--- config.mk ---
export PLATFORM = sky130hd
export DESIGN_NAME = varint_unsigned_encoder
export DESIGN_NICKNAME = d
export VERILOG_FILES = /design/src/hdl/varenc_pkg.sv /design/src/hdl/varenc_shift.sv /design/src/hdl/varenc_obuf.sv /design/src/hdl/varint_unsigned_encoder.sv
export SDC_FILE = /design/constraint.sdc
export NUM_CORES = 1
export LEC_CHECK = 0
export BUFFER_PORTS_ARGS = -buffer_cell sky130_fd_sc_hd__buf_4
export CORE_MARGIN = 2
export CORE_UTILIZATION = 48
export DETAILED_ROUTE_END_ITERATION = 8
export HOLD_SLACK_MARGIN = 0.15
export PLACE_DENSITY_LB_ADDON = 0.12
export SYNTH_ARGS = -nofsm -noshare
export SYNTH_HDL_FRONTEND = slang
export SYNTH_SLANG_ARGS = --single-unit
--- constraint.sdc ---
create_clock -name clk -period 4 [get_ports clk]
set_input_delay 0.4 -clock clk [delete_from_list [all_inputs] [get_ports clk]]
set_output_delay 0.4 -clock clk [all_outputs]
set_load 0.05 [all_outputs]
--- src/hdl/varenc_pkg.sv ---
// Shared constants and types for the unsigned varint encoder.
package varenc_pkg;

  localparam int ValueW  = 64;
  localparam int DigitW  = 7;
  localparam int ByteW   = 8;
  localparam int CountW  = 4;
  localparam int MaxBytes = 9;

  // Byte count just before the ninth, full eight-bit byte is emitted.
  localparam logic [CountW-1:0] LastGroupCount = CountW'(MaxBytes - 1);

  // Encoded digit as it moves from the shifter to the output register.
  typedef struct packed {
    logic [ByteW-1:0]  out_byte;
    logic [CountW-1:0] byte_count;
    logic              last_byte;
  } digit_t;

  // Control from the top level to the shifter.
  typedef struct packed {
    logic load;
    logic step;
  } shift_ctrl_t;

endpackage

--- src/hdl/varenc_shift.sv ---
// Digit shifter: holds the value bits not yet sent and forms one byte per step.
module varenc_shift (
  input  logic                          clk,
  input  logic                          rst,
  input  varenc_pkg::shift_ctrl_t       ctrl,
  input  logic [varenc_pkg::ValueW-1:0] value,
  output logic                          busy,
  output varenc_pkg::digit_t            digit
);
  import varenc_pkg::*;

  logic [ValueW-1:0] remaining;
  logic [CountW-1:0] emitted;
  logic              ninth;
  logic              more;

  // Form the next byte from the low end of the remaining bits.
  always_comb begin
    ninth = (emitted == LastGroupCount);
    more  = !ninth && (remaining[ValueW-1:DigitW] != '0);
    digit.byte_count = emitted + CountW'(1);
    digit.last_byte  = !more;
    if (ninth) begin
      digit.out_byte = remaining[ByteW-1:0];
    end else begin
      digit.out_byte = {more, remaining[DigitW-1:0]};
    end
  end

  // A new word loads the shifter; each step drops one seven-bit group.
  always_ff @(posedge clk) begin
    if (rst) begin
      busy    <= 1'b0;
      emitted <= '0;
    end else if (ctrl.load) begin
      busy    <= 1'b1;
      emitted <= '0;
    end else if (ctrl.step) begin
      busy    <= more;
      emitted <= emitted + CountW'(1);
    end
  end

  always_ff @(posedge clk) begin
    if (ctrl.load) begin
      remaining <= value;
    end else if (ctrl.step) begin
      remaining <= remaining >> DigitW;
    end
  end

endmodule

--- src/hdl/varenc_obuf.sv ---
// Output register: holds one encoded word until the consumer takes it.
module varenc_obuf (
  input  logic                            clk,
  input  logic                            rst,
  input  logic                            step,
  input  varenc_pkg::digit_t              digit,
  input  logic                            out_ready,
  output logic                            out_valid,
  output logic [varenc_pkg::ByteW-1:0]    out_byte,
  output logic [varenc_pkg::CountW-1:0]   byte_count,
  output logic                            last_byte
);
  import varenc_pkg::*;

  // Valid flag follows fills and takes.
  always_ff @(posedge clk) begin
    if (rst) begin
      out_valid <= 1'b0;
    end else if (step) begin
      out_valid <= 1'b1;
    end else if (out_ready) begin
      out_valid <= 1'b0;
    end
  end

  // Payload is captured whenever the shifter produces a byte.
  always_ff @(posedge clk) begin
    if (step) begin
      out_byte   <= digit.out_byte;
      byte_count <= digit.byte_count;
      last_byte  <= digit.last_byte;
    end
  end

endmodule

--- src/hdl/varint_unsigned_encoder.sv ---
// The first byte of a value passes through the shifter and then the output register before it is valid.
// Throughput: one output byte per cycle while out_ready holds; a value encodes to 1 to 9 bytes
// (9 for values of 2^56 and above); the shifter emits one group per step.
// A new value is accepted in the cycle the previous value's last byte leaves the shifter.
// Reset (rst, synchronous, active high) empties the shifter and the output register.
module varint_unsigned_encoder (
  input  logic                          clk,
  input  logic                          rst,
  input  logic                          in_valid,
  output logic                          in_ready,
  input  logic [varenc_pkg::ValueW-1:0] value,
  output logic                          out_valid,
  input  logic                          out_ready,
  output logic [varenc_pkg::ByteW-1:0]  out_byte,
  output logic [varenc_pkg::CountW-1:0] byte_count,
  output logic                          last_byte
);
  import varenc_pkg::*;

  logic        busy;
  digit_t      digit;
  shift_ctrl_t ctrl;

  // Step when the output register is free or being emptied; load once the
  // shifter is idle or is sending its final byte.
  always_comb begin
    ctrl.step = busy && (!out_valid || out_ready);
    in_ready  = !busy || (ctrl.step && digit.last_byte);
    ctrl.load = in_valid && in_ready;
  end

  varenc_shift u_shift (
    .clk   (clk),
    .rst   (rst),
    .ctrl  (ctrl),
    .value (value),
    .busy  (busy),
    .digit (digit)
  );

  varenc_obuf u_obuf (
    .clk        (clk),
    .rst        (rst),
    .step       (ctrl.step),
    .digit      (digit),
    .out_ready  (out_ready),
    .out_valid  (out_valid),
    .out_byte   (out_byte),
    .byte_count (byte_count),
    .last_byte  (last_byte)
  );

endmodule

==> metrics.csv, run 1 <==
stage,metric,value,unit
place,GP Congestion,0.755,
setup_path,startpoint types,register,
pwr,Internal,1.53,mW
pwr,clock group share of total power,0.296,
pwr,Leak,1.80,nW
die,die outline height,91.6,um
cells_and_area,layout cells sized above 1,0.536,
clocking,clock slew at reported path FFs,90,ps
timing,max-slew violations,0,
clocking,htree depth,3,
drt,Vias,2059,
place,Port Buffer Count,82,
drt,WL/cell,16.3,um
setup_path,CP max FO,29,
setup_path,Worst path max stage delay,590,ps
cells_and_area,antenna diode count,0,
setup_path,Worst Setup End Kind,register,
drt,final wirelength,6.57,mm
synth,register area share after synthesis,0.660,
clocking,setup repair bufs after CTS,0,
pwr,total chip power,2.02,mW
clocking,Clock Sinks,83,
timing,final worst path period share,0.744,
die,# IOs,83,
drt,DRT antenna net count,0,
synth,Synth Flop Type,edfxtp_1,
run,MaxCap Viol Count,0,
timing,final worst setup slack,1020,ps
timing,slew at the pin closest to its max-slew limit,809,ps
pwr,sw power,0.486,mW
global_routing,GRT Total Usage,0.162,
setup_path,crit path kind,reg2reg,
synth,Post-Syn Nets,281,
place,dpl ws,1010,ps
cells_and_area,"Core Util, Final",0.627,
worst_hold_path,HP Class,in2reg,
clocking,CTS buffer count,9,
clocking,Clock Tree Buf Depth,2,
clocking,CTS tree,done,
drt,DRT Pass-1 Iters,4,
outcome,status,completed,
die,Chip Width,91.6,um
synth,Seq cells post-synth,83,
die,row count,31,
global_routing,first-pass GRT wire length,10.4,mm
pwr,Max VDD drop,199,uV
cells_and_area,"commonest cells after routing, fill and taps aside","buf_4 (83), edfxtp_1 (77), mux2_4 (30), mux2_2 (28), nor4_1 (13)",
die,core area,7330,um^2
setup_path,Crit-path slowest cell,or4_4,
pwr,Pwr per Cell Area,440,nW/um^2
place,hpwl dp,4.73,mm
synth,"EDFF count, synth",77,
global_routing,vias in the first global route,2133,
clocking,clk root buf,clkbuf_8,
clocking,CTS hold repair buffers,0,
pwr,Sw Ratio,0.241,
timing,Peak Freq,0.336,GHz
global_routing,gr ovfl total,0,
setup_path,required time worst endpoint,4100,ps
timing,Worst slew margin,0.460,
synth,mapped cell area,3690,um^2
drt,Iteration-0 DRC Markers,97,
die,die area,8400,um^2
synth,synthesized area per cell,17.5,um^2
global_routing,largest net degree at the start of global routing,66,
die,Initial Util,0.503,
drt,DRC Markers,0,
synth,Unique masters post-synth,30,
synth,yosys warns,0,
timing,setup_tns,0,ps
timing,final-report hold violation count,0,
setup_path,crit path DAT,3080,ps
clocking,Post-CTS Resized,0,
timing,Max Clock Skew,8.11,ps
timing,# setup viols final,0,
cells_and_area,area grow syn2layout,24.6,%
cells_and_area,nets@finish,369,
synth,"Async S/R FF share, synth",0,
global_routing,initial antenna violation count,0,
clocking,Worst-Skew Late Latency,340,ps
synth,Synth Instances,211,
drt,drt via density,5.11,
timing,Final min period,2980,ps
setup_path,crit path cell chain,nor4_1 > nand4_1 > or4_4 > a31oi_4 > buf_12 > mux2_2,
timing,RSZ-0062 raised after global routing,no,
cells_and_area,"most common cell after layout, fill and taps aside",buf_4,
pwr,Logic pwr share,0.144,
pwr,Reg power frac,0.560,
## registers in the layout, summed over array words and instances (netlist names)
name / cells
u_shift.remaining: 64
u_obuf.out_byte: 8
u_obuf.byte_count: 4
u_shift.emitted: 4
u_obuf.last_byte: 1
u_obuf.out_valid: 1
u_shift.busy: 1
## cell usage after synthesis, drive strengths merged, types with 2 or more instances
cell type	instances	area, um^2
nor2	7	26.3
xnor2	2	17.5
xor2	2	17.5
dfxtp	6	120
nand2	5	18.8
buf	6	86.3
and2	7	43.8
a21oi	2	10.0
nor3	4	20.0
nand4	3	18.8
edfxtp	77	2310
mux2	58	766
ha	2	25.0
inv	3	11.3
clkbuf	2	7.51
nor4	13	81.3
nand3	2	10.0
## per-layer routing
metal	up-vias	global-route usage	part of all wire
met5	-	0	0
met1	988	0.218	0.45
met2	67	0.256	0.49
li1	999	-	-
met4	0	0.0530	0.0081
met3	5	0.0435	0.055
## power by group through the flow
stage                     Sequential, mW  Clock [mW]  Combinational (mW)
after floorplan                     1.16           0               0.173
after global placement              1.15           0               0.291
after detailed placement            1.15           0               0.295
after CTS                           1.13       0.611               0.295
after global routing                1.14       0.640               0.312
final                               1.13       0.598               0.291
## path summary, 6_finish.rpt
path	startpoint	to	slack (ps)	cells past startpoint
max	u_shift.remaining[42]$_DFFE_PP_	u_shift.remaining[22]$_DFFE_PP_	1020	6
min	rst	u_obuf.out_valid$_SDFFE_PP0P_	280	2
max reg2reg	u_shift.remaining[42]$_DFFE_PP_	u_shift.remaining[22]$_DFFE_PP_	1020	6
min reg2reg	u_shift.remaining[4]$_DFFE_PP_	u_obuf.out_byte[4]$_DFFE_PP_	430	0
## cells by family (layout without fill, tap and decap cells)
family | count (synthesis) | count (layout) | synth area share
flops | 83 | 83 | 0.660
mux | 58 | 58 | 0.208
simple gates | 46 | 46 | 0.0696
buf+inv | 11 | 104 | 0.0285
compound gates | 7 | 7 | 0.0183
xor+xnor | 4 | 4 | 0.00950
fa+ha+maj | 2 | 2 | 0.00679
## metrics by stage
stage | hold WS, ps | std cells | instance area (um^2)
6_report | 284 | 403 | 4590
2_1_floorplan | 400 | 211 | 3690
3_5_place_dp | 407 | 387 | 4390
3_3_place_gp | 403 | 387 | 4390
4_1_cts | 268 | 403 | 4590
5_1_grt | 271 | 403 | 4590
## critical path: cells and delay by family (launching register included)
family,cells,cell delay (ps)
flops,1,400
compound gates,1,510
mux,1,360
simple gates,3,1150
buf+inv,1,290
## area by class of cell
| type | instances | area, um^2 |
|---|---|---|
| multi-input combinational | 117 | 1160 |
| inverter | 3 | 11.3 |
| clock inverter | 7 | 77.6 |
| fill | 563 | 2740 |
| clock buffer | 9 | 124 |
| timing repair buffer | 85 | 663 |
| sequential | 83 | 2430 |
| tap | 99 | 124 |
No activity file was read; power rests on OpenSTA's default activity.
==> run 2: changes to the inputs <==
- CORE_UTILIZATION: 48 -> 54
- clock period: 4 -> 3.1 ns (I/O delays scaled with it)
==> metrics.csv, run 2 (synthesized netlist as in run 1, its figures left out) <==
stage,metric,value,unit
drt,DRT Pass-1 Iters,4,
timing,final worst path period share,0.875,
drt,drt via density,5.45,
setup_path,crit path kind,reg2reg,
timing,RSZ-0062 raised after global routing,no,
setup_path,Worst Setup End Kind,register,
worst_hold_path,HP Class,in2reg,
cells_and_area,most flop-heavy register,u_shift.remaining,
cells_and_area,nets@finish,369,
outcome,status,completed,
pwr,Leak,1.79,nW
global_routing,largest net degree at the start of global routing,52,
timing,slew at the pin closest to its max-slew limit,573,ps
setup_path,crit path DAT,2810,ps
clocking,htree depth,3,
setup_path,required time worst endpoint,3200,ps
pwr,Internal,1.96,mW
drt,final wirelength,6.80,mm
cells_and_area,# fillers,505,
global_routing,GRT Total Usage,0.186,
global_routing,gr ovfl total,0,
place,GP Congestion,0.719,
global_routing,initial antenna violation count,0,
pwr,Pwr per Cell Area,561,nW/um^2
global_routing,first-pass GRT wire length,10.3,mm
drt,DRT antenna net count,0,
pwr,Sw Ratio,0.233,
clocking,clk root buf,clkbuf_8,
timing,setup_tns,0,ps
cells_and_area,"commonest cells after routing, fill and taps aside","buf_4 (82), edfxtp_1 (77), mux2_4 (30), mux2_2 (28), nor4_1 (13)",
setup_path,crit path cell chain,nor4_1 > nand4_1 > or4_4 > a31oi_4 > buf_12 > mux2_2,
timing,Peak Freq,0.369,GHz
clocking,Worst-Skew Late Latency,340,ps
pwr,sw power,0.597,mW
pwr,Max VDD drop,240,uV
cells_and_area,final instance area,4560,um^2
die,Initial Util,0.552,
place,Port Buffer Count,82,
place,dpl cell area,4380,um^2
pwr,Reg power frac,0.570,
drt,Vias,2088,
timing,max-slew violations,0,
cells_and_area,layout cells sized above 1,0.528,
drt,DRC Markers,0,
timing,hold_ws,201,ps
pwr,clock group share of total power,0.282,
setup_path,CP max FO,37,
cells_and_area,antenna diode count,0,
cells_and_area,Largest register FFs,64,
die,die outline height,86.6,um
clocking,CTS tree,done,
timing,Max Clock Skew,9.56,ps
pwr,Logic pwr share,0.148,
die,# IOs,83,
setup_path,startpoint types,register,
die,die area,7510,um^2
cells_and_area,"most common cell after layout, fill and taps aside",buf_4,
drt,Iteration-0 DRC Markers,123,
drt,WL/cell,17.8,um
cells_and_area,"Core Util, Final",0.683,
die,core area,6680,um^2
cells_and_area,biggest regs,"u_shift.remaining (64), u_obuf.out_byte (8)",
setup_path,Worst path max stage delay,580,ps
clocking,CTS buffer count,9,
clocking,Clock Sinks,83,
clocking,setup repair bufs after CTS,0,
cells_and_area,area grow syn2layout,23.7,%
clocking,Clock Tree Buf Depth,2,
clocking,clock slew at reported path FFs,80,ps
timing,# setup viols final,0,
die,Chip Width,86.6,um
place,hpwl dp,4.89,mm
setup_path,flop-to-flop setup slack,390,ps
setup_path,Crit-path slowest cell,or4_4,
timing,Worst slew margin,0.618,
clocking,CTS hold repair buffers,0,
timing,Final min period,2710,ps
clocking,Post-CTS Resized,0,
global_routing,vias in the first global route,2082,
timing,final-report hold violation count,0,
die,row count,30,
run,MaxCap Viol Count,0,
[run 2: cell count changes in the layout (fill, tap and decap cells not counted), sizes merged]
cell / delta
inv: -1
clkinv: -1
clkinvlp: +1
[run 2: per-layer routing]
metal | wire, um | global-route usage
met1 | 2860 | 0.237
met4 | 75 | 0.0639
met2 | 3520 | 0.304
met3 | 344 | 0.0552
met5 | 0 | 0
[run 2: final timing paths]
| check | endpoint | depth (start not counted) | start |
|---|---|---|---|
| setup / recovery | u_shift.remaining[19]$_DFFE_PP_ | 6 | u_shift.remaining[54]$_DFFE_PP_ |
| hold / removal | u_obuf.out_valid$_SDFFE_PP0P_ | 2 | rst |
| setup reg to reg | u_shift.remaining[19]$_DFFE_PP_ | 6 | u_shift.remaining[54]$_DFFE_PP_ |
| hold reg to reg | u_obuf.out_byte[0]$_DFFE_PP_ | 0 | u_shift.remaining[0]$_DFFE_PP_ |
[run 2: stage by stage]
stage	std cells	power, mW	setup WS, ps
global route	383	2.66	173
finish	383	2.56	388
detailed placement	368	1.87	375
CTS	383	2.58	341
floorplan	211	1.72	128
global placement	368	1.86	395
[run 2: power by group through the flow]
stage | Sequential [mW] | Combinational, mW | Clock (mW)
detailed placement | 1.49 | 0.384 | 0
CTS | 1.46 | 0.386 | 0.737
floorplan | 1.50 | 0.224 | 0
global placement | 1.48 | 0.376 | 0
global route | 1.47 | 0.406 | 0.786
finish | 1.46 | 0.380 | 0.722
[run 2: final cells by class]
cell class | count | area, um^2 | share of cell area
clock buffers | 9 | 124 | 0.0272
multi-input cells | 117 | 1160 | 0.255
flip-flops and latches | 83 | 2430 | 0.533
well taps | 80 | 100 | 0.0219
repair buffers | 85 | 676 | 0.148
clock inverters | 6 | 57.6 | 0.0126
inverters | 3 | 11.3 | 0.00247
[run 2: worst max-delay path: cells and delay by family, from the launching register on]
kind	cells	cell delay [ps]
DFF	1	400
muxes	1	370
and+or+nand+nor	3	1130
buffers and inverters	1	280
AOI/OAI and AO/OA	1	270
